**src/design/ccc_pkg.sv**
```systemverilog
package ccc_pkg;

   localparam int CH_W    = 8;
   localparam int PIX_W   = 3 * CH_W;
   localparam int DIST_W  = 18;
   localparam int LABEL_W = 8;
   localparam int TOTAL_W = 9;
   localparam int THR_W   = 9;

   localparam logic [THR_W-1:0]  THR_RESET    = 9'd150;
   localparam logic [DIST_W-1:0] THR_SQ_RESET = 18'd22500;

   typedef struct packed {
      logic clear;
      logic load;
   } dist_ctl_type;

   function automatic logic [2*CH_W-1:0] sq_diff(input logic [CH_W-1:0] a,
                                                 input logic [CH_W-1:0] b);
      logic [CH_W-1:0] d;
      d = (a > b) ? (a - b) : (b - a);
      return (2*CH_W)'(d) * (2*CH_W)'(d);
   endfunction

endpackage

```
**src/design/ccc_dist.sv**
```systemverilog
module ccc_dist #(
   parameter int IDX_W = 8
) (
   input  logic                          clock,
   input  logic                          reset,
   input  ccc_pkg::dist_ctl_type         ctl,
   input  logic [ccc_pkg::PIX_W-1:0]     cen,
   input  logic [ccc_pkg::PIX_W-1:0]     pix,
   input  logic [IDX_W-1:0]              idx,
   output logic [ccc_pkg::DIST_W-1:0]    best_d,
   output logic [IDX_W-1:0]              best_k
);

   localparam int CH_W = ccc_pkg::CH_W;

   logic                         found_ff;
   logic [ccc_pkg::DIST_W-1:0]   best_d_ff;
   logic [IDX_W-1:0]             best_k_ff;
   logic [ccc_pkg::DIST_W-1:0]   cand_d;

   assign cand_d = ccc_pkg::DIST_W'(ccc_pkg::sq_diff(pix[0*CH_W +: CH_W], cen[0*CH_W +: CH_W]))
                 + ccc_pkg::DIST_W'(ccc_pkg::sq_diff(pix[1*CH_W +: CH_W], cen[1*CH_W +: CH_W]))
                 + ccc_pkg::DIST_W'(ccc_pkg::sq_diff(pix[2*CH_W +: CH_W], cen[2*CH_W +: CH_W]));

   // strict compare keeps the lowest index on a tie
   always_ff @(posedge clock) begin
      if (reset || ctl.clear) begin
         found_ff <= 1'b0;
      end else if (ctl.load && (!found_ff || cand_d < best_d_ff)) begin
         found_ff <= 1'b1;
      end
   end

   always_ff @(posedge clock) begin
      if (ctl.load && (!found_ff || cand_d < best_d_ff)) begin
         best_d_ff <= cand_d;
         best_k_ff <= idx;
      end
   end

   assign best_d = best_d_ff;
   assign best_k = best_k_ff;

endmodule

```
**config.mk**
```make
export PLATFORM = sky130hd
export DESIGN_NAME = ccc_dist
export DESIGN_NICKNAME = d
export VERILOG_FILES = /design/src/design/ccc_pkg.sv /design/src/design/ccc_dist.sv
export SDC_FILE = /design/constraint.sdc
export NUM_CORES = 1
export LEC_CHECK = 0
export BUFFER_PORTS_ARGS = -buffer_cell sky130_fd_sc_hd__buf_4
export CORE_MARGIN = 2
export CORE_UTILIZATION = 63
export DETAILED_ROUTE_END_ITERATION = 8
export PLACE_DENSITY_LB_ADDON = 0.2
export SYNTH_ARGS = -nofsm -noshare
export SYNTH_HDL_FRONTEND = slang
export SYNTH_SLANG_ARGS = --single-unit
```
**constraint.sdc**
```tcl
create_clock -name clock -period 16.25 [get_ports clock]
set_clock_uncertainty 0.1 [all_clocks]
set_input_delay 4.875 -clock clock [delete_from_list [all_inputs] [get_ports clock]]
set_output_delay 4.875 -clock clock [all_outputs]
set_load 0.02 [all_outputs]
```
==> flow_metrics.py, run 1 <==
metrics = {
    "outcome": {
        "status": "completed",
    },
    "worst_setup_path": {
        "cp_slowest_cell": "xnor2_1",
        "reg2reg_depth": 9,
        "start_kind": "input pin",
        "regToRegSetupSlack_ns": 13.65,
        "crit_top_cell": "fa_1",
        "cp_data_arrival_time_ns": 14.33,
        "worstReg2RegEnd": "best_d[2]",
        "required_ns": 16.08,
        "r2r_start": "best_d[7]",
        "endpoint_kind": "register",
        "cp_max_fo": 24,
        "slowest_delay_ns": 0.89,
        "critPathKind": "input pin to register",
    },
    "layout": {
        "layout.nets": 1364,
        "regArea_um2": 801,
        "syn2layout_area_growth_pct": 10.3,
        "drive_above_1_share": 0.109,
        "n_antenna_cell": 0,
        "final_common_cell": "inv_1",
        "fin_cells": 1199,
        "final_cell_mix": "inv_1 (270), ha_1 (141), fa_1 (139), buf_4 (87), nor2_1 (78)",
        "n_fill_cell": 1063,
        "multi_input_area_um2": 6710,
    },
    "die": {
        "io_pins": 86,
        "core-area_um2": 13300,
        "start_util": 0.647,
        "die_y_um": 121,
        "num_rows": 42,
        "die_w_um": 121,
        "die_area_um2": 14600,
    },
    "cts": {
        "clk_path_buf_depth": 2,
        "cts.htree.levels": 1,
        "cts-hold-fix-buffers": 0,
        "clock-root-buffer": "clkbuf_16",
        "clk_pin_slew_ns": 0.06,
        "ctsResizeCount": 0,
        "cts.sinks": 27,
        "cts_tree": "done",
        "clk_latency_ns": 0.26,
        "cts_buffers": 3,
        "postCtsSetupBuffers": 0,
    },
    "timing": {
        "slew_headroom": 0.253,
        "period_share": 0.892,
        "hold_violations": 0,
        "worst_pin_slew_ns": 1.11,
        "setup_viol": 0,
        "rsz0062_at_grt": "no",
        "min_period_ns": 14.50,
        "tns_ns": 0,
        "slew_violations": 0,
        "max_freq_mhz": 69.0,
    },
    "route": {
        "ant_nets": 0,
        "vias": 6285,
        "finalWirelength_um": 16400,
        "drt-vias-per-instance": 5.24,
        "drc": 0,
        "post_drt_wl_per_cell_um": 13.7,
        "first_pass_iters": 5,
        "drt-initial-drc-count": 330,
    },
    "hold_path": {
        "min_to": "found_ff",
        "holdCritStartpoint": "found_ff",
        "hp-class": "register to register",
        "holdPathStages": 2,
    },
    "global_routing": {
        "grt-ovfl-total": 0,
        "grt_pass1_vias": 6468,
        "antenna_found_initial": 0,
        "grt_pass1_wl_um": 28600,
        "grt.total_usage": 0.239,
        "grt_max_degree": 25,
    },
    "synthesis": {
        "syn_inst": 946,
        "async_flop_share": 0,
        "synth_nets": 1286,
        "synth_edf_count": 26,
        "ys_types": 54,
        "synth_ff_type": "edfxtp_1",
        "syn_area_per_cell_um2": 9.09,
        "yosysSeqAreaShare": 0.0931,
        "synth_warnings": 0,
        "syn_area_um2": 8600,
        "ys_ff_latch": 27,
    },
    "placed_design": {
        "place_congestion": 0.893,
        "placedCellCount": 1195,
        "io_buffers": 85,
        "dp_hpwl_um": 14600,
    },
    "run": {
        "max-cap-violations": 0,
    },
}
per-layer routing:
metal / track usage / vias to the layer above / share of wire
met4: 0.0283 / 0 / 0.0088
met1: 0.331 / 3084 / 0.45
li1: - / 3070 / -
met3: 0.0258 / 12 / 0.035
met5: 0 / - / 0
met2: 0.419 / 119 / 0.51
layout make-up:
cell class | instances | area share
repair buffers | 87 | 0.0688
well taps | 176 | 0.0232
multi-input cells | 632 | 0.707
inverters | 273 | 0.108
flip-flops and latches | 27 | 0.0844
clock buffers | 4 | 0.00831
registers in the layout, indices dropped and copies added (netlist names):
name	count
best_d	18
best_k	8
found_ff	1
cells in the mapped netlist, types with 6 or more instances:
library cell | instances | share of area
inv_1 | 270 | 0.12
ha_1 | 141 | 0.21
fa_1 | 139 | 0.32
nor2_1 | 78 | 0.034
a21oi_1 | 39 | 0.023
nand2_1 | 27 | 0.012
edfxtp_1 | 26 | 0.091
o21ai_0 | 23 | 0.013
a21o_1 | 19 | 0.017
xnor2_1 | 19 | 0.019
xor2_1 | 18 | 0.018
nand2b_1 | 17 | 0.012
mux2i_1 | 16 | 0.019
and2_1 | 9 | 0.0065
o21bai_1 | 8 | 0.0070
buf_2 | 7 | 0.0041
or2_2 | 7 | 0.0051
a31oi_1 | 6 | 0.0044
nand4_1 | 6 | 0.0044
nor2b_1 | 6 | 0.0044
worst max-delay path: cells and delay by family:
family	cells	cell delay, ns
muxes	1	0.17
xor gates and xnor gates	2	1.08
adders and majority gates	11	4.58
AOI/OAI and AO/OA	12	2.30
and+or+nand+nor	4	0.63
buffers and inverters	6	0.68
worst max path at each step:
stage	from	endpoint	slack [ns]	cells past startpoint
finish	cen[16]	best_d[2]	1.75	36
global route	pix[16]	best_k[0]	1.20	36
CTS	pix[16]	best_d[2]	1.79	37
detailed placement	cen[16]	best_d[2]	1.53	36
global placement	pix[0]	best_k[0]	1.73	37
floorplan	pix[0]	best_d[0]	2.30	36
through the flow:
stage	hold slack (ns)	setup slack [ns]	util	cell area, um2
global route	0.504	1.20	0.714	9490
CTS	0.437	1.79	0.714	9490
finish	0.448	1.75	0.714	9490
global placement	0.406	1.73	0.708	9410
detailed placement	0.425	1.53	0.708	9410
floorplan	0.376	2.30	-	8600
cell families (layout without fill, tap and decap cells):
kind of cell,count (synthesis),count (layout),share of synthesized area
buffers and inverters,287,364,0.127
adder cells (fa/ha/maj),280,280,0.529
AND/OR/NAND/NOR,171,171,0.0934
AO/OA/AOI/OAI,125,125,0.0973
XOR/XNOR,38,38,0.0396
flip-flops,27,27,0.0931
multiplexers,18,18,0.0212
Power of run 1 is not shown: default switching activity piles up to over one toggle a cycle in this logic, so the estimate is an artifact.
==> run 2: changes to the inputs <==
- ABC_AREA: unset -> 1
- CAP_MARGIN: unset -> 40
==> flow_metrics.py, run 2 <==
metrics = {
    "timing": {
        "slew_violations": 0,
        "min_period_ns": 13.79,
        "max_freq_mhz": 72.5,
        "rsz0062_at_grt": "no",
        "holdWs_ns": 0.440,
        "hold_violations": 0,
        "setup_viol": 0,
        "tns_ns": 0,
        "slew_headroom": 0.676,
        "worst_pin_slew_ns": 0.481,
        "period_share": 0.848,
    },
    "worst_setup_path": {
        "cp_data_arrival_time_ns": 13.63,
        "start_kind": "input pin",
        "endpoint_kind": "register",
        "cp_slowest_cell": "ha_1",
        "required_ns": 16.10,
        "crit_top_cell": "nand2_1",
        "slowest_delay_ns": 0.56,
        "critPathKind": "input pin to register",
        "cp_max_fo": 21,
    },
    "route": {
        "drt-vias-per-instance": 5.08,
        "drc": 0,
        "ant_nets": 0,
        "finalWirelength_um": 19700,
        "post_drt_wl_per_cell_um": 13.3,
        "vias": 7518,
        "first_pass_iters": 5,
        "drt-initial-drc-count": 407,
    },
    "cts": {
        "cts-hold-fix-buffers": 0,
        "cts_buffers": 3,
        "clock-root-buffer": "clkbuf_16",
        "cts.htree.levels": 1,
        "clk_pin_slew_ns": 0.07,
        "cts_tree": "done",
        "clk_path_buf_depth": 2,
        "clk_latency_ns": 0.27,
        "postCtsSetupBuffers": 0,
        "ctsResizeCount": 0,
        "cts.sinks": 27,
    },
    "synthesis": {
        "yosysMostFrequentCell": "inv_1",
        "syn_inst": 1214,
        "ys_top_cells_by_area": "fa_1 (30%), ha_1 (19%), inv_1 (14%)",
        "synth_ff_type": "edfxtp_1",
        "yosysSeqAreaShare": 0.0860,
        "synth_commonest_cells": "inv_1 (347), nand2_1 (232), ha_1 (141), fa_1 (139), nor2_1 (107)",
        "syn_area_um2": 9310,
        "ys_ff_latch": 27,
        "yosysTopAreaCell": "fa_1",
        "synth_nets": 1554,
        "ys_types": 36,
        "syn_area_per_cell_um2": 7.67,
        "async_flop_share": 0,
        "synth_edf_count": 26,
        "synth_warnings": 0,
        "synth_top_cell_area_share": 0.299,
    },
    "global_routing": {
        "grt.total_usage": 0.264,
        "grt-ovfl-total": 0,
        "grt_pass1_vias": 7532,
        "grt_pass1_wl_um": 34300,
        "antenna_found_initial": 0,
        "grt_max_degree": 22,
    },
    "die": {
        "die_w_um": 126,
        "die_y_um": 126,
        "num_rows": 44,
        "die_area_um2": 15800,
        "start_util": 0.643,
        "io_pins": 86,
        "core-area_um2": 14500,
    },
    "layout": {
        "layout.nets": 1637,
        "final_cell_mix": "inv_1 (347), nand2_1 (232), ha_1 (141), fa_1 (139), nor2_1 (107)",
        "n_antenna_cell": 0,
        "drive_above_1_share": 0.108,
        "largest_register_ff_count": 18,
        "syn2layout_area_growth_pct": 9.73,
        "final_common_cell": "inv_1",
    },
    "run": {
        "max-cap-violations": 0,
    },
    "hold_path": {
        "hp-class": "register to register",
    },
    "placed_design": {
        "place_congestion": 0.923,
        "io_buffers": 85,
        "dp_hpwl_um": 17700,
    },
    "outcome": {
        "status": "completed",
    },
}
run 2: cell count changes in the layout (fill, tap and decap cells not counted), sizes merged, moves of 5 or more:
cell	previous run	this run
and2	9	0
nand2b	17	0
a211oi	5	0
nor3	4	9
mux2i	16	0
nand3	5	45
nor2b	6	0
nand2	29	254
nor2	78	113
inv	273	357
xnor2	20	9
a31oi	6	0
a221oi	5	0
a21o	19	3
run 2: path summary, 6_finish.rpt:
kind | slack [ns] | depth (start not counted) | startpoint | end
min | 0.44 | 2 | found_ff | found_ff
max | 2.46 | 42 | cen[16] | best_d[3]
min reg2reg | 0.44 | 2 | found_ff | found_ff
max reg2reg | 13.79 | 10 | best_d[15] | best_d[3]
run 2: through the flow:
step                      utilization  instances  setup slack, ns  instance area, um2
after floorplan                     -       1214             1.96                9310
after global placement          0.700       1476             2.39               10100
after detailed placement        0.700       1476             2.22               10100
after CTS                       0.705       1480             2.47               10200
after global routing            0.705       1480             1.83               10200
final                           0.705       1480             2.46               10200
run 2: critical path: cells and delay by family:
| family | cells | cell delay, ns |
|---|---|---|
| adder cells (fa/ha/maj) | 10 | 4.79 |
| AND/OR/NAND/NOR | 17 | 1.80 |
| buffers and inverters | 11 | 1.35 |
| AO/OA/AOI/OAI | 4 | 0.79 |
run 2: cell families after synthesis:
family / Yosys count / synth area share
DFF: 27 / 0.0860
buffers and inverters: 365 / 0.150
and+or+nand+nor: 432 / 0.196
AOI/OAI and AO/OA: 84 / 0.0543
adders and majority gates: 280 / 0.489
xor gates and xnor gates: 26 / 0.0245
run 2: cell type report:
type | instances | area [um2]
timing repair buffer | 86 | 646
tap | 184 | 230
clock buffer | 3 | 75.1
fill | 1221 | 4270
clock inverter | 1 | 7.51
sequential | 27 | 801
multi-input combinational | 822 | 7110
inverter | 357 | 1340
run 2: routing by layer:
metal | global-route usage | vias up | wire (um)
met5 | 0 | - | 0
met4 | 0.0418 | 0 | 305
met3 | 0.0240 | 26 | 980
met2 | 0.452 | 192 | 9510
met1 | 0.374 | 3537 | 8860
li1 | - | 3763 | -
Power of run 2 is left out for the same reason.
==> run 3: changes to the inputs <==
- ABC_AREA: 1 -> 0
- clock period: 16.25 -> 14.2 ns (I/O delays scaled with it)
==> flow_metrics.py, run 3 (synthesis gave the netlist of run 1 again) <==
metrics = {
    "layout": {
        "largest_register_ff_count": 18,
        "n_antenna_cell": 0,
        "syn2layout_area_growth_pct": 12.0,
        "final_cell_mix": "inv_1 (270), ha_1 (141), fa_1 (139), buf_4 (104), nor2_1 (78)",
        "layout.nets": 1382,
        "final_common_cell": "inv_1",
        "drive_above_1_share": 0.126,
    },
    "timing": {
        "worst_pin_slew_ns": 0.756,
        "min_period_ns": 13.53,
        "rsz0062_at_grt": "no",
        "slew_headroom": 0.493,
        "hold_violations": 0,
        "max_freq_mhz": 73.9,
        "tns_ns": 0,
        "period_share": 0.953,
        "slew_violations": 0,
        "setup_viol": 0,
    },
    "worst_setup_path": {
        "crit_top_cell": "fa_1",
        "r2r_start": "best_d[7]",
        "reg2reg_depth": 9,
        "critPathKind": "input pin to register",
        "cp_max_fo": 24,
        "regToRegSetupSlack_ns": 11.74,
        "start_kind": "input pin",
        "endpoint_kind": "register",
        "cp_data_arrival_time_ns": 13.40,
        "slowest_delay_ns": 0.57,
        "required_ns": 14.07,
        "cp_slowest_cell": "fa_1",
        "worstReg2RegEnd": "best_d[9]",
    },
    "cts": {
        "clk_latency_ns": 0.26,
        "cts_tree": "done",
        "clk_path_buf_depth": 2,
        "cts_buffers": 3,
        "cts-hold-fix-buffers": 0,
        "postCtsSetupBuffers": 0,
        "ctsResizeCount": 0,
        "clk_pin_slew_ns": 0.06,
        "cts.htree.levels": 1,
        "clock-root-buffer": "clkbuf_16",
        "cts.sinks": 27,
    },
    "route": {
        "drt-initial-drc-count": 406,
        "drt-vias-per-instance": 5.25,
        "finalWirelength_um": 16900,
        "ant_nets": 0,
        "first_pass_iters": 5,
        "drc": 0,
        "vias": 6394,
        "post_drt_wl_per_cell_um": 13.9,
    },
    "hold_path": {
        "holdCritStartpoint": "found_ff",
        "holdPathStages": 2,
        "min_to": "found_ff",
        "hp-class": "register to register",
    },
    "die": {
        "start_util": 0.647,
        "core-area_um2": 13300,
        "num_rows": 42,
        "die_w_um": 121,
        "die_area_um2": 14600,
        "io_pins": 86,
        "die_y_um": 121,
    },
    "placed_design": {
        "io_buffers": 85,
        "place_congestion": 0.891,
        "dp_hpwl_um": 15000,
    },
    "global_routing": {
        "grt_pass1_wl_um": 29600,
        "grt-ovfl-total": 0,
        "grt_max_degree": 25,
        "grt_pass1_vias": 6648,
        "antenna_found_initial": 0,
        "grt.total_usage": 0.250,
    },
    "outcome": {
        "status": "completed",
    },
    "run": {
        "max-cap-violations": 0,
    },
}
## run 3: cell count changes in the layout (fill, tap and decap cells not counted), sizes merged, moves of 11 or more
cell	delta
nand2	-225
inv	-84
nand3	-40
nor2	-35
buf	+19
nand2b	+17
a21o	+16
mux2i	+16
xnor2	+11
## run 3: worst max-delay path, delay by kind of cell
family	cells	cell delay, ns
AO/OA/AOI/OAI	14	2.70
XOR/XNOR	2	0.69
adder cells (fa/ha/maj)	11	4.69
buffers and inverters	8	0.63
AND/OR/NAND/NOR	2	0.22
multiplexers	1	0.19
## run 3: metrics by stage
stage / instance area, um2 / worst slack, ns / instances / hold slack, ns / util
after detailed placement: 9560 / 0.372 / 1213 / 0.408 / 0.719
after floorplan: 8600 / 0.861 / 946 / 0.376 / -
after global routing: 9640 / 0.139 / 1217 / 0.464 / 0.725
after CTS: 9640 / 0.668 / 1217 / 0.420 / 0.725
after global placement: 9550 / 0.534 / 1212 / 0.406 / 0.718
final: 9640 / 0.667 / 1217 / 0.413 / 0.725
## run 3: cell type report
cell class	instances	area, um2
sequential	27	801
timing repair buffer	105	801
tap	176	220
inverter	273	1020
clock buffer	3	75.1
clock inverter	1	7.51
fill	1051	3660
multi-input combinational	632	6710
## run 3: worst max path at each step
stage          startpoint   endpoint  cells after the start
3_3_place_gp       pix[0]  best_d[2]                     38
3_5_place_dp       pix[0]  best_d[2]                     38
6_report           pix[0]  best_d[9]                     38
2_1_floorplan      pix[0]  best_d[0]                     36
4_1_cts            pix[0]  best_d[5]                     38
5_1_grt           pix[16]  best_d[9]                     38
## run 3: layer usage
layer | track usage | vias to the layer above | part of all wire
li1 | - | 3116 | -
met4 | 0.0494 | 0 | 0.020
met5 | 0 | - | 0
met3 | 0.0258 | 35 | 0.041
met1 | 0.348 | 3104 | 0.44
met2 | 0.428 | 139 | 0.50
Power of run 3 is left out for the same reason.
