## config.mk

```make
export PLATFORM = sky130hd
export DESIGN_NAME = ccc_div
export DESIGN_NICKNAME = d
export VERILOG_FILES = /design/src/design/ccc_pkg.sv /design/src/design/ccc_div.sv
export SDC_FILE = /design/constraint.sdc
export NUM_CORES = 1
export LEC_CHECK = 0
export ABC_AREA = 0
export BUFFER_PORTS_ARGS = -buffer_cell sky130_fd_sc_hd__buf_2
export CORE_MARGIN = 8
export CORE_UTILIZATION = 29
export CTS_BUF_LIST = sky130_fd_sc_hd__clkbuf_8
export CTS_CLUSTER_DIAMETER = 100
export DETAILED_ROUTE_END_ITERATION = 12
export SYNTH_ARGS = -nofsm -noshare
export SYNTH_HDL_FRONTEND = slang
export SYNTH_SLANG_ARGS = --single-unit
```

## constraint.sdc

```tcl
create_clock -name clock -period 2.8 [get_ports clock]
set_input_delay 0.28 -clock clock [delete_from_list [all_inputs] [get_ports clock]]
set_output_delay 0.28 -clock clock [all_outputs]
set_load 0.01 [all_outputs]
```

## src/design/ccc_pkg.sv

```systemverilog
package ccc_pkg;

   localparam int CH_W    = 8;
   localparam int PIX_W   = 3 * CH_W;
   localparam int DIST_W  = 18;
   localparam int LABEL_W = 8;
   localparam int TOTAL_W = 9;
   localparam int THR_W   = 9;

   localparam logic [THR_W-1:0]  THR_RESET    = 9'd150;
   localparam logic [DIST_W-1:0] THR_SQ_RESET = 18'd22500;

   typedef struct packed {
      logic clear;
      logic load;
   } dist_ctl_type;

   function automatic logic [2*CH_W-1:0] sq_diff(input logic [CH_W-1:0] a,
                                                 input logic [CH_W-1:0] b);
      logic [CH_W-1:0] d;
      d = (a > b) ? (a - b) : (b - a);
      return (2*CH_W)'(d) * (2*CH_W)'(d);
   endfunction

endpackage

```

## src/design/ccc_div.sv

```systemverilog
module ccc_div #(
   parameter int CNT_W = 19
) (
   input  logic                                clock,
   input  logic                                reset,
   input  logic                                start,
   input  logic [CNT_W+ccc_pkg::CH_W-1:0]      dividend,
   input  logic [CNT_W-1:0]                    divisor,
   output logic                                done,
   output logic [ccc_pkg::CH_W-1:0]            quotient
);

   localparam int CH_W   = ccc_pkg::CH_W;
   localparam int STEP_W = $clog2(CH_W);
   localparam logic [STEP_W-1:0] STEP_LAST = STEP_W'(CH_W - 1);

   logic                 busy_ff;
   logic                 done_ff;
   logic [STEP_W-1:0]    step_ff;
   logic [CNT_W-1:0]     rem_ff;
   logic [CH_W-1:0]      q_ff;
   logic [CNT_W:0]       trial;
   logic                 fits;

   // quotient is known to fit in one channel, so the upper dividend bits
   // already form a partial remainder below the divisor
   assign trial = {rem_ff, q_ff[CH_W-1]};
   assign fits  = trial >= {1'b0, divisor};

   always_ff @(posedge clock) begin
      if (reset) begin
         busy_ff <= 1'b0;
         done_ff <= 1'b0;
         step_ff <= '0;
      end else begin
         done_ff <= 1'b0;
         if (start) begin
            busy_ff <= 1'b1;
            step_ff <= '0;
         end else if (busy_ff) begin
            step_ff <= step_ff + STEP_W'(1);
            if (step_ff == STEP_LAST) begin
               busy_ff <= 1'b0;
               done_ff <= 1'b1;
            end
         end
      end
   end

   always_ff @(posedge clock) begin
      if (start) begin
         rem_ff <= dividend[CNT_W+CH_W-1:CH_W];
         q_ff   <= dividend[CH_W-1:0];
      end else if (busy_ff) begin
         rem_ff <= fits ? CNT_W'(trial - {1'b0, divisor}) : trial[CNT_W-1:0];
         q_ff   <= {q_ff[CH_W-2:0], fits};
      end
   end

   assign done     = done_ff;
   assign quotient = q_ff;

endmodule

```

==> metrics, run 1 <==
Area contributors post-synth edfxtp_1 31%, ha_1 10%, mux2_2 7.3%, a21oi_1 6.1%, dfxtp_1 3.8%; maximum clock path buffer count 2; Worst Setup Start Kind flip-flop; power density over the cells 749 nW/um^2; source-to-sink clock delay at the later pin of the worst-skew pair 0.29 ns; number of H-tree levels 2; switching power 936 uW; Unique masters post-synth 49; Period Utilization, post-route 94.7%; detailed-routing iteration count for the pre-antenna-repair pass 4; die width 111 um; Crit Reg-Reg Startpoint quotient[7]; number of cells traversed by the worst register-to-register path 9; #FFs+latches synth 32; Worst setup EP type flip-flop; fraction of registers with async set or reset after synthesis 0%; worst hold slack across all endpoints 0.216 ns; critical-path maximum fanout 4; worst hold start reset; Seq pwr share 30.7%; height of the die 111 um; Peak supply drop 0.315 mV; power share of the combinational group 54.8%; worst-case headroom to the max-slew limit 54.4%; share of power burned in the clock network 14.5%; number of global-route vias before repair 2359; number of nets with antenna violations after routing 0; drt first-iter violations 102; count of flip-flops with a built-in enable after synthesis 27; path type of the worst setup path flip-flop to flip-flop; flip-flop cell with the highest count after synthesis edfxtp_1; time the final worst path needs with I/O delays and setup 2.65 ns; clk slew on worst S/H paths 0.07 ns; post-synthesis average cell area 9.58 sq um; Synth warnings 0; aggregate global routing overflow 0; CTS Buf Count 5; net count after synthesis 345; fill count 920; flop2flop setup slack 0.15 ns; Num Clock Sinks 32; area share of the leading cell type in the synthesized netlist 30.9%; # setup viols final 0; Worst Skew 0.00906 ns; area of the core 8760 sq um; initial antenna violation count 0; WHS Endpoint busy_ff; post-detailed-route wirelength per cell 15.3 um; count of final hold-check violations 0; total count of max-transition violations in the final report 0; Post-layout nets 405; cell area after technology mapping 2620 sq um; RSZ-0062 raised after global routing false; cell type with the highest aggregate area in the netlist edfxtp_1; via count normalized by instance count 5.05; arrival time worst endpoint 2.69 ns; Required @ worst endpoint 2.83 ns; cell-internal power 1.42 mW; initial cell density of the core 29.9%; worst hold path type input pin to flip-flop; DPL Wire Length 5.39 mm; max cap viols 0; vias post-DR 2236; share of synthesized area occupied by flip-flops and latches 34.7%; number of diodes 0; DIE AREA 12300 sq um; setup TNS 0 ns; Worst Tran Pin Value 0.685 ns; # hold bufs at CTS 0; wire length of the first global-routing pass 11.2 mm; gate count after technology mapping 274; std cell rows 34; worst r2r dst rem_ff[3]; count of input and output buffers 57; Area Growth Syn to Fin 19.6%; Sw Ratio 39.8%; CTS tree built; gpl congestion 0.852; leakage power figure 1.38 nW; share of layout cells above drive strength 1 30.1%; buffer cell driving the clock tree root clkbuf_8; Min-Delay Path Depth 2; count leader, synth a21oi_1; Post-Route Utilization 35.8%; Synth top cells by count 32 x a21oi_1, 27 x edfxtp_1, 23 x inv_1; IO Pins 58; run status finished clean; Achievable Freq 377 MHz; Total Routing Usage GR 11.0%; pin count of the biggest net entering global routing 36; detailed-route DRC error count 0; overall routed net length 6.80 mm
-- registers in the layout, summed over array words and instances (netlist names) --
name / flops
rem_ff: 19
quotient: 8
step_ff: 3
busy_ff: 1
done: 1
-- worst max path at each step --
stage / start / to / slack [ns] / cells after the start
2_1_floorplan: quotient[7] / rem_ff[3] / 0.03 / 9
6_report: quotient[7] / rem_ff[3] / 0.15 / 9
3_3_place_gp: divisor[0] / rem_ff[16] / 0.08 / 10
4_1_cts: quotient[7] / rem_ff[16] / 0.006 / 10
5_1_grt: quotient[7] / rem_ff[3] / 0.03 / 9
3_5_place_dp: divisor[0] / rem_ff[16] / 0.003 / 10
-- critical path, stage by stage (launching register included) --
cell and delay (ns):
edfxtp_1 0.36, inv_1 0.05, ha_1 0.20, fa_2 0.36, nand2b_4 0.16, a211oi_4 0.35
nor4b_4 0.10, o211ai_4 0.23, mux2_1 0.34, mux2_2 0.26
-- power by group through the flow --
stage / Sequential (mW) / Combinational [mW] / Clock, mW
floorplan: 0.710 / 0.960 / 0
global placement: 0.732 / 1.24 / 0
finish: 0.722 / 1.29 / 0.341
detailed placement: 0.730 / 1.26 / 0
CTS: 0.720 / 1.27 / 0.358
global route: 0.734 / 1.43 / 0.374
-- metal layers --
layer | up-vias | track usage (%) | part of all wire, %
li1 | 1127 | - | -
met1 | 1043 | 13.3 | 45
met2 | 58 | 18.2 | 48
met3 | 8 | 2.54 | 4.7
met4 | 0 | 4.71 | 2.0
met5 | - | 0 | 0
-- cells by family after synthesis --
logic type	synth area share, %
AO/OA/AOI/OAI	19.2
XOR/XNOR	5.01
adder cells (fa/ha/maj)	10.8
buffers and inverters	6.34
flip-flops	34.7
multiplexers	8.87
AND/OR/NAND/NOR	15.1
-- layout make-up --
class	count	area, sq um	share of cell area, %
Sequential cell	32	911	29.0
Tap cell	108	135	4.30
Multi-Input combinational cell	205	1560	49.6
Inverter	24	90.1	2.87
Clock buffer	5	68.8	2.19
Clock inverter	3	12.5	0.399
Timing Repair Buffer	66	365	11.6
-- cell usage in the layout (no fill, tap or decap), drive strengths merged, types with 3 or more instances in the layout --
master	n
nand4	7
a211oi	4
edfxtp	27
nor2	17
nor3b	7
o311ai	3
a21o	6
ha	21
nor2b	4
o21ai	10
nand3	6
clkbuf	5
xnor2	8
o21bai	3
mux2i	3
xor2	7
mux2	18
nand2	19
inv	26
nor3	5
nand3b	3
a21oi	32
buf	66
dfxtp	5
a221o	5
-- per-stage QoR --
stage	area, sq um	instances	setup slack, ns	power, mW
floorplan	2620	274	0.0338	1.67
detailed placement	3040	434	0.00344	1.99
CTS	3120	442	0.00642	2.35
finish	3140	443	0.147	2.35
global placement	3040	434	0.0834	1.98
global route	3140	443	0.0252	2.54
-- repair_timing --
item / CTS / global route
hold endpoints to repair: 0 / 0
endpoints found under the setup margin: 0 / 17
resized for setup: 0 / 3
setup buffers: 0 / 1
No activity file was read; power rests on OpenSTA's default activity.
==> run 2: changes to the inputs <==
Settings changed: CELL_PAD_IN_SITES_DETAIL_PLACEMENT set to 0, CELL_PAD_IN_SITES_GLOBAL_PLACEMENT set to 1, PLACE_DENSITY_LB_ADDON set to 0.1.
==> metrics, run 2 (synthesis gave the netlist of run 1 again) <==
time the final worst path needs with I/O delays and setup 2.71 ns (+0.0602 ns); # setup viols final 0 (unchanged); flip-flop count of the largest register after layout 19 (unchanged); via count normalized by instance count 4.95 (-2.0%); worst r2r dst rem_ff[3]; cells traversed along the worst timing path inv_1 > ha_1 > fa_2 > nand2b_4 > a211oi_4 > buf_4 > nor4b_4 > o211ai_4 > mux2_1 > mux2_2; aggregate global routing overflow 0 (unchanged); IO Pins 58 (unchanged); Worst Path Buf+Inv 2 (+1); number of nets with antenna violations after routing 0 (unchanged); CTS Buf Count 5 (unchanged); DIE AREA 12300 sq um (unchanged); clk slew on worst S/H paths 0.07 ns (about the same); standard cell with the maximum stage delay on the critical path fa_2; Post-layout nets 417 (+3.0%); share of layout cells above drive strength 1 33.1% (+3.0 points); run status finished clean; max incr delay on CP 0.36 ns (about the same); source-to-sink clock delay at the later pin of the worst-skew pair 0.30 ns (about the same); Crit Reg-Reg Startpoint quotient[7]; Worst Skew 0.0171 ns (+0.00805 ns); std cell rows 34 (unchanged); most frequent cells in the layout 57 x buf_2, 32 x a21oi_1, 27 x edfxtp_1; RSZ-0062 raised after global routing true; count of input and output buffers 57 (unchanged); critical-path maximum fanout 6 (+2); Worst setup EP type flip-flop; leakage power figure 1.44 nW (+3.9%); number of cells traversed by the worst register-to-register path 10 (+1); Peak supply drop 0.219 mV (-31%); DPL Wire Length 5.61 mm (+4.0%); detailed-routing iteration count for the pre-antenna-repair pass 5 (+1); end of the critical path rem_ff[3]; Num Clock Sinks 32 (unchanged); post-detailed-route wirelength per cell 15.9 um (+3.6%); worst hold path type input pin to flip-flop; number of global-route vias before repair 2449 (+3.8%); initial cell density of the core 29.9% (unchanged); worst-case setup margin in the final layout 0.0868 ns (-0.0602 ns); most common cell after layout, fill and taps aside buf_2; # hold bufs at CTS 0 (unchanged); vias post-DR 2250 (+0.63%); Area Growth Syn to Fin 23.0%; number of H-tree levels 2 (unchanged); path type of the worst setup path flip-flop to flip-flop; critical path startpoint quotient[7]; Required @ worst endpoint 2.84 ns (about the same); detailed-route DRC error count 0 (unchanged); register with the highest flop count rem_ff; Worst Tran Pin Value 0.647 ns (-0.0379 ns); flop2flop setup slack 0.09 ns (-0.06 ns); CTS tree built; initial antenna violation count 0 (unchanged); fill count 923 (+0.33%); pre-CTS setup slack 0.00295 ns (-0.000498 ns); summed area of non-filler cells in the final layout 3230 sq um (+2.8%); Period Utilization, post-route 96.9% (+2.2 points); total count of max-transition violations in the final report 0 (unchanged); gpl congestion 0.779 (-8.6%); worst-case headroom to the max-slew limit 56.9% (+2.5 points); max cap viols 0 (unchanged); Achievable Freq 369 MHz (-2.2%); area of the core 8760 sq um (unchanged); total stage count of the critical path 10 (+1); count of final hold-check violations 0 (unchanged); power density over the cells 756 nW/um^2 (+0.94%); Total Routing Usage GR 11.9% (+0.88 points); maximum clock path buffer count 2 (unchanged); family with the most delay on the worst path multiplexers; overall routed net length 7.23 mm (+6.4%); setup TNS 0 ns (unchanged); drt first-iter violations 108 (+5.9%); arrival time worst endpoint 2.76 ns (+0.07 ns); height of the die 111 um (unchanged); pin count of the biggest net entering global routing 32 (-11%); wire length of the first global-routing pass 12.2 mm (+9.1%); buffer cell driving the clock tree root clkbuf_8; Worst Setup Start Kind flip-flop; die width 111 um (unchanged); number of diodes 0 (unchanged); Area after DPL 3110 sq um (+2.3%)
[run 2: worst min-delay path by stage]
stage | startpoint | end | slack [ns] | depth (start not counted)
2_1_floorplan | reset | busy_ff | 0.35 | 1
3_3_place_gp | step_ff[1] | step_ff[1] | 0.52 | 2
3_5_place_dp | reset | busy_ff | 0.52 | 2
4_1_cts | reset | busy_ff | 0.21 | 2
5_1_grt | reset | step_ff[0] | 0.21 | 2
6_report | reset | step_ff[0] | 0.22 | 2
[run 2: layout make-up]
cell class | count | area, sq um | share of cell area (%)
clock buffers | 6 | 82.6 | 2.56
clock inverters | 2 | 10.0 | 0.310
inverters | 24 | 90.1 | 2.79
multi-input cells | 205 | 1560 | 48.2
flip-flops and latches | 32 | 911 | 28.2
well taps | 108 | 135 | 4.19
repair buffers | 78 | 443 | 13.7
[run 2: metal layers]
metal / wire length [um] / track usage (%) / up-vias
met2: 3080 / 18.2 / 47
met4: 71 / 2.93 / 0
met3: 362 / 3.14 / 7
met1: 3720 / 16.1 / 1048
met5: 0 / 0 / -
li1: - / - / 1148
[run 2: power breakdown]
part	leakage [nW]	internal (mW)	switching, mW
Sequential	0.313	0.658	0.0616
Clock	0.0510	0.196	0.197
Combinational	1.07	0.624	0.703
[run 2: timing repair]
item | 4_1_cts | 5_1_grt
endpoints found under the setup margin | 0 | 19
setup buffers | 0 | 2
gates resized for setup | 0 | 2
endpoints found under the hold margin | 0 | 0
[run 2: through the flow]
step | power [mW] | hold slack (ns) | utilization (%) | cells
floorplan | 1.67 | 0.352 | - | 274
global placement | 2.06 | 0.515 | 35.5 | 445
detailed placement | 2.04 | 0.516 | 35.5 | 445
CTS | 2.45 | 0.209 | 36.6 | 453
global route | 2.65 | 0.210 | 36.8 | 455
finish | 2.44 | 0.219 | 36.8 | 455
[run 2: worst reg2reg max path, cell delays in order, from the launching register on]
cell	delay (ns)
edfxtp_1	0.34
inv_1	0.05
ha_1	0.20
fa_2	0.36
nand2b_4	0.16
a211oi_4	0.29
buf_4	0.17
nor4b_4	0.05
o211ai_4	0.25
mux2_1	0.34
mux2_2	0.25
==> run 3: changes to the inputs <==
Settings changed: CORE_MARGIN 8 to not set.
==> metrics, run 3 (synthesis gave the netlist of run 1 again) <==
# setup viols final 0 (unchanged); dpl cells 439 (-1.3%); vias post-DR 2201 (-2.2%); Post-layout nets 409 (-1.9%); Area Growth Syn to Fin 21.0%; area of the multi-input gates 1560 sq um (unchanged); maximum clock path buffer count 2 (unchanged); Achievable Freq 376 MHz (+2.0%); arrival time worst endpoint 2.70 ns (-0.06 ns); buffer cell driving the clock tree root clkbuf_8; path type of the worst setup path flip-flop to flip-flop; DIE AREA 9430 sq um (-24%); CTS Buf Count 5 (unchanged); Peak supply drop 0.268 mV (+23%); detailed-routing iteration count for the pre-antenna-repair pass 4 (-1); source-to-sink clock delay at the later pin of the worst-skew pair 0.28 ns (-0.02 ns); time the final worst path needs with I/O delays and setup 2.66 ns (-0.0529 ns); Worst Tran Pin Value 0.664 ns (+0.0176 ns); post-detailed-route wirelength per cell 15.0 um (-6.0%); run status finished clean; IO Pins 58 (unchanged); Worst Skew 0.00162 ns (-0.0155 ns); share of layout cells above drive strength 1 31.3% (-1.9 points); flip-flop count of the largest register after layout 19 (unchanged); worst-case headroom to the max-slew limit 55.7% (-1.2 points); most frequent cells in the layout 57 x buf_2, 32 x a21oi_1, 27 x edfxtp_1; storage element area 911 sq um (unchanged); total count of max-transition violations in the final report 0 (unchanged); leakage power figure 1.40 nW (-2.4%); DPL Wire Length 5.23 mm (-6.7%); register with the highest flop count rem_ff; RSZ-0062 raised after global routing false; count of input and output buffers 57 (unchanged); clk slew on worst S/H paths 0.07 ns (about the same); drt first-iter violations 59 (-45%); area of the core 8720 sq um (-0.49%); max cap viols 0 (unchanged); pin count of the biggest net entering global routing 28 (-13%); die width 97.1 um (-13%); cells traversed along the worst timing path inv_1 > ha_1 > fa_2 > nand2b_4 > a211oi_4 > nor4b_4 > o211ai_4 > mux2_1 > mux2_2; gpl congestion 0.789 (+1.2%); overall routed net length 6.68 mm (-7.6%); most common cell after layout, fill and taps aside buf_2; initial cell density of the core 30.1% (+0.15 points); number of global-route vias before repair 2302 (-6.0%); height of the die 97.1 um (-13%); Worst setup EP type flip-flop; Num Clock Sinks 32 (unchanged); Required @ worst endpoint 2.84 ns (about the same); std cell rows 34 (unchanged); wire length of the first global-routing pass 11.2 mm (-8.2%); worst hold path type input pin to flip-flop; count of final hold-check violations 0 (unchanged); Worst Setup Start Kind flip-flop; fill count 908 (-1.6%); Period Utilization, post-route 95.0% (-1.9 points); number of nets with antenna violations after routing 0 (unchanged); max incr delay on CP 0.37 ns (about the same); initial antenna violation count 0 (unchanged); non-filler instance count after layout 447 (-1.8%); number of diodes 0 (unchanged); setup TNS 0 ns (unchanged); CTS tree built; buffers inserted during post-CTS setup optimization 0 (unchanged); number of H-tree levels 2 (unchanged); Total Routing Usage GR 14.9% (+3.0 points); standard cell with the maximum stage delay on the critical path a211oi_4; power density over the cells 766 nW/um^2 (+1.3%); aggregate global routing overflow 0 (unchanged); via count normalized by instance count 4.92 (-0.43%); detailed-route DRC error count 0 (unchanged); critical-path maximum fanout 5 (-1)
## run 3: area by class of cell
cell class,count,area share [%]
Inverter,24,2.84
Clock buffer,7,3.03
Tap cell,108,4.26
Sequential cell,32,28.7
Clock inverter,1,0.118
Multi-Input combinational cell,205,49.0
Timing Repair Buffer,70,12.1
## run 3: critical path: cells and delay by family, from the launching register on
kind / cells / cell delay (ns)
and+or+nand+nor: 2 / 0.26
muxes: 2 / 0.60
AOI/OAI and AO/OA: 2 / 0.60
buffers and inverters: 1 / 0.05
DFF: 1 / 0.35
adders and majority gates: 2 / 0.55
## run 3: through the flow
step	hold slack (ns)	area (sq um)	total power [mW]	util [%]	setup WS, ns
floorplan	0.352	2620	1.67	-	0.0338
global placement	0.517	3070	2.06	35.2	0.0461
detailed placement	0.520	3070	2.03	35.2	0.0104
CTS	0.216	3170	2.45	36.3	0.0144
global route	0.225	3180	2.64	36.4	0.00369
finish	0.224	3180	2.43	36.4	0.140
## run 3: power breakdown
part	leakage [nW]	internal [mW]	switching, mW
sequential	0.313	0.659	0.0726
combinational	1.03	0.595	0.710
clock	0.0557	0.221	0.173
total	1.40	1.48	0.956
## run 3: layer usage
layer	global-route usage [%]	wire, um	vias up
met5	0	0	-
met1	21.8	3510	1004
met3	3.31	353	6
met4	4.02	74	0
li1	-	-	1136
met2	21.9	2740	55
## run 3: repair_timing
action                                  4_1_cts  5_1_grt
hold buffers                                  0        0
resized for setup                             0        3
endpoints found under the setup margin        0       17
## run 3: path summary, 6_finish.rpt
kind | start | endpoint | slack, ns | depth (start not counted)
worst max-delay path | quotient[7] | rem_ff[3] | 0.14 | 9
worst min-delay path | reset | step_ff[0] | 0.22 | 2
worst max register to register | quotient[7] | rem_ff[3] | 0.14 | 9
worst min register to register | step_ff[2] | step_ff[2] | 0.53 | 2
